File: src/hdl/text_console_writer_assert.svh
// ----------------------------------------------------------------------------
// text_console_writer_assert
// Assertion macros shared by the console writer.
// ----------------------------------------------------------------------------
`ifndef TEXT_CONSOLE_WRITER_ASSERT_SVH
`define TEXT_CONSOLE_WRITER_ASSERT_SVH

// condition must hold in the same cycle
`define TCW_ASSERT_NOW(label, clk, rst, ante, cons, msg) \
  label: assert property (@(posedge clk) disable iff (rst) (ante) |-> (cons)) \
    else $error(msg);

// condition must hold in the cycle after the antecedent
`define TCW_ASSERT_NEXT(label, clk, rst, ante, cons, msg) \
  label: assert property (@(posedge clk) disable iff (rst) (ante) |=> (cons)) \
    else $error(msg);

`endif

File: src/hdl/tcw_addr_unit.sv
// ----------------------------------------------------------------------------
// tcw_addr_unit
// Shared cell address unit: row times the line length plus column, registered.
// ----------------------------------------------------------------------------
module tcw_addr_unit #(
  parameter int COLUMNS = 80,
  parameter int ROW_W   = 5,
  parameter int COL_W   = 7,
  parameter int ADDR_W  = 11
) (
  input  logic              clk,
  input  logic [ROW_W-1:0]  row,
  input  logic [COL_W-1:0]  col,
  output logic [ADDR_W-1:0] addr
);

  always_ff @(posedge clk) begin
    addr <= ADDR_W'(int'(row) * COLUMNS + int'(col));
  end

endmodule

File: config.mk
export PLATFORM = sky130hd
export DESIGN_NAME = tcw_addr_unit
export DESIGN_NICKNAME = d
export VERILOG_FILES = /design/src/hdl/text_console_writer_assert.svh /design/src/hdl/tcw_addr_unit.sv
export SDC_FILE = /design/constraint.sdc
export NUM_CORES = 1
export LEC_CHECK = 0
export BUFFER_PORTS_ARGS = -buffer_cell sky130_fd_sc_hd__buf_4
export CAP_MARGIN = 20
export CORE_MARGIN = 2
export CORE_UTILIZATION = 30
export CTS_CLUSTER_SIZE = 16
export DETAILED_ROUTE_END_ITERATION = 8
export HOLD_SLACK_MARGIN = 0.15
export PLACE_DENSITY = 0.54
export SETUP_SLACK_MARGIN = 0.15
export SYNTH_ARGS = -nofsm -noshare
export SYNTH_HDL_FRONTEND = slang
export SYNTH_SLANG_ARGS = --single-unit
File: constraint.sdc
create_clock -name clk -period 2.25 [get_ports clk]
set_clock_uncertainty 0.1 [all_clocks]
set_input_delay 0.1125 -clock clk [delete_from_list [all_inputs] [get_ports clk]]
set_output_delay 0.1125 -clock clk [all_outputs]
set_load 0.01 [all_outputs]
==> out/summary.log <==
[status] outcome finished clean
[detailed_routing] Via density 4.32
[timing] Rel. slew slack 86.5%
[synth] Synth Flop Type sky130_fd_sc_hd__dfxtp_1
[synth] cell with the most instances after synthesis sky130_fd_sc_hd__dfxtp_1
[die] die area 0.00195 mm^2
[power] Worst IR Drop VDD 0.226 mV
[power] leakage power 0.409 nW
[clock_network] CTS sink cnt 11
[critical_path] required arrival time at the worst endpoint 2300 ps
[synth] sequential fraction of the synthesis area 45.5%
[clock_network] maximum level of the CTS H-tree 1
[place] final weighted congestion of routability-driven global placement 0.697
[clock_network] clock-pin transition on the worst setup and hold timing paths 60 ps
[timing] RSZ-0062 raised after global routing no
[die] number of standard-cell rows in the floorplan 14
[clock_network] Setup Fix Bufs, Post-CTS 0
[clock_network] number of buffers added by the clock tree synthesis step 3
[place] placed standard-cell area 677 um^2
[synth] number of register bits inferred by synthesis 11
[final_layout] leading registers by flop count addr: 11 flops
[critical_path] Data arrival, critical path 1970 ps
[final_layout] Final Util 53.3%
[die] floorplan die width 44.2 um
[detailed_routing] drt initial violations 0
[synth] number of warnings printed during yosys synthesis 0
[detailed_routing] mean routed wirelength per cell 10.2 um
[final_layout] share of layout cells above drive strength 1 34.7%
[worst_hold_path] path type of the worst min-delay path input port to register
[synth] net count after synthesis 62
[synth] number of standard cells after synthesis 38
[detailed_routing] routed wire length 925 um
[synth] Syn Area/Cell 12.7 um^2
[timing] slew of the pin with the lowest slew margin 203 ps
[final_layout] Cell Count, Final, Fillers Out 91
[detailed_routing] DRC violations left 0
[die] Starting Density 32.1%
[timing] final worst path period share 85.3%
[critical_path] Crit. Startpoint col[4]
[final_layout] total non-filler cell area in the finished layout 803 um^2
[detailed_routing] post-detailed-route count of antenna-violating nets 0
[clock_network] CTS max path bufs 2
[detailed_routing] 1st-pass router iterations 1
[critical_path] critical path launch point type input port
[grt] maximum number of pins on one net before global-route repair 7
[final_layout] register name with the most flops addr
[place] Detailed Place HPWL 688 um
[place] Buffers on Ports 23
[detailed_routing] via count 393
[synth] FFs w/ async S/R, synth 0%
[grt] first-pass GRT wire length 1610 um
[synth] cell type contributing the most total cell area after synthesis sky130_fd_sc_hd__dfxtp_1
[clock_network] post-cts sizing count 0
[critical_path] largest fanout of any net on the critical path 2
[grt] number of global-route vias before repair 415
[grt] residual overflow from global routing 0
[synth] number of enable-type register cells in the synthesized netlist 0
[synth] portion of synthesized cell area occupied by the leading cell type 45.5%
[timing] count of final setup violators 0
[timing] f_max 521 MHz
[grt] initial antenna violation count 0
[die] I/O pin count 24
[clock_network] buffer type at the clock tree root sky130_fd_sc_hd__clkbuf_4
[timing] final count of hold timing violations 0
[grt] GR Util All Layers 11.8%
[final_layout] Diodes inserted 0
[timing] sum of negative setup slack 0 ps
[die] CORE AREA 0.00151 mm^2
[synth] top cells by area in the synthesized netlist sky130_fd_sc_hd__dfxtp_1, sky130_fd_sc_hd__ha_1, sky130_fd_sc_hd__fa_1
[synth] number of library cell types mapped by synthesis 10
[clock_network] clock tree from TritonCTS done
[synth] most used standard cells in the synthesized netlist sky130_fd_sc_hd__dfxtp_1, sky130_fd_sc_hd__ha_1, sky130_fd_sc_hd__xnor2_1
[place] placed cells 77
[final_layout] number of nets in the final layout 100
[clock_network] # hold bufs at CTS 10
[timing] time the final worst path needs with I/O delays and setup 1920 ps
[run] reported max-cap violation count 0
[timing] final-report max-slew violation count 0
[critical_path] crit path kind input port to register
[critical_path] Critical Path Sink Type register
[die] height of the die 44.2 um
[final_layout] layout overhead on the synthesized area 65.9%
[final_layout] flip-flop count of the largest register after layout 11
[critical_path] worst setup path endpoint addr[5]
[synth] cell area after synthesis 484 um^2
[power] Power Density 674 mW/mm^2
## cells in the final DEF (no fill, tap or decap)
cell / n
sky130_fd_sc_hd__buf_4: 23
sky130_fd_sc_hd__dfxtp_1: 11
sky130_fd_sc_hd__dlygate4sd3_1: 10
sky130_fd_sc_hd__ha_1: 9
sky130_fd_sc_hd__xnor2_1: 4
sky130_fd_sc_hd__a21o_1: 3
sky130_fd_sc_hd__xor2_1: 3
sky130_fd_sc_hd__clkbuf_4: 3
sky130_fd_sc_hd__a21oi_1: 2
sky130_fd_sc_hd__nand2_1: 2
sky130_fd_sc_hd__fa_1: 2
sky130_fd_sc_hd__nand4_1: 1
sky130_fd_sc_hd__nor2_1: 1
sky130_fd_sc_hd__clkbuf_1: 1
## kinds of logic (layout without fill, tap and decap cells)
| logic type | after synthesis | in the layout | synth area share (%) |
|---|---|---|---|
| adder cells (fa/ha/maj) | 11 | 11 | 31.5 |
| flip-flops | 11 | 11 | 45.5 |
| XOR/XNOR | 7 | 7 | 12.7 |
| AO/OA/AOI/OAI | 5 | 5 | 6.72 |
| buffers and inverters | 0 | 37 | 0 |
| AND/OR/NAND/NOR | 4 | 4 | 3.62 |
## through the flow
step / hold WS (ps) / total power [W] / worst slack, ps
finish: 178 / 0.000541 / 330
global route: 205 / 0.000582 / 313
CTS: 177 / 0.000550 / 351
detailed placement: 119 / 0.000404 / 247
global placement: 118 / 0.000403 / 272
floorplan: 40.2 / 0.000324 / 476
## power breakdown
part / switching (W) / total, W / internal, W
Clock: 0.0000583 / 0.000127 / 0.0000685
Combinational: 0.0000735 / 0.000178 / 0.000105
Sequential: 0.00000793 / 0.000236 / 0.000229
Total: 0.000140 / 0.000541 / 0.000402
## worst min-delay path by stage
stage | startpoint | end | slack [ps] | depth (start not counted)
after floorplan | col[0] | addr[0] | 40 | 0
after global placement | col[1] | addr[1] | 120 | 1
after detailed placement | col[3] | addr[3] | 120 | 1
after CTS | row[1] | addr[6] | 180 | 3
after global routing | row[1] | addr[6] | 210 | 3
final | row[1] | addr[6] | 180 | 3
## metal layers
metal	global-route usage, %	wire length, um
met1	10.9	357
met2	22.1	480
met3	2.45	71
met4	9.09	15
met5	0	0
## final cells by class
type,count,area (um^2)
Fill cell,148,703
Tap cell,16,20.0
Timing Repair Buffer,33,273
Multi-Input combinational cell,27,264
Clock buffer,4,26.3
Sequential cell,11,220
## critical path, cell delays in order
cell and delay, ps:
sky130_fd_sc_hd__dlygate4sd3_1 540, sky130_fd_sc_hd__buf_4 130, sky130_fd_sc_hd__ha_1 190, sky130_fd_sc_hd__fa_1 420
sky130_fd_sc_hd__dlygate4sd3_1 570
Power figures use the tool's default switching activity.
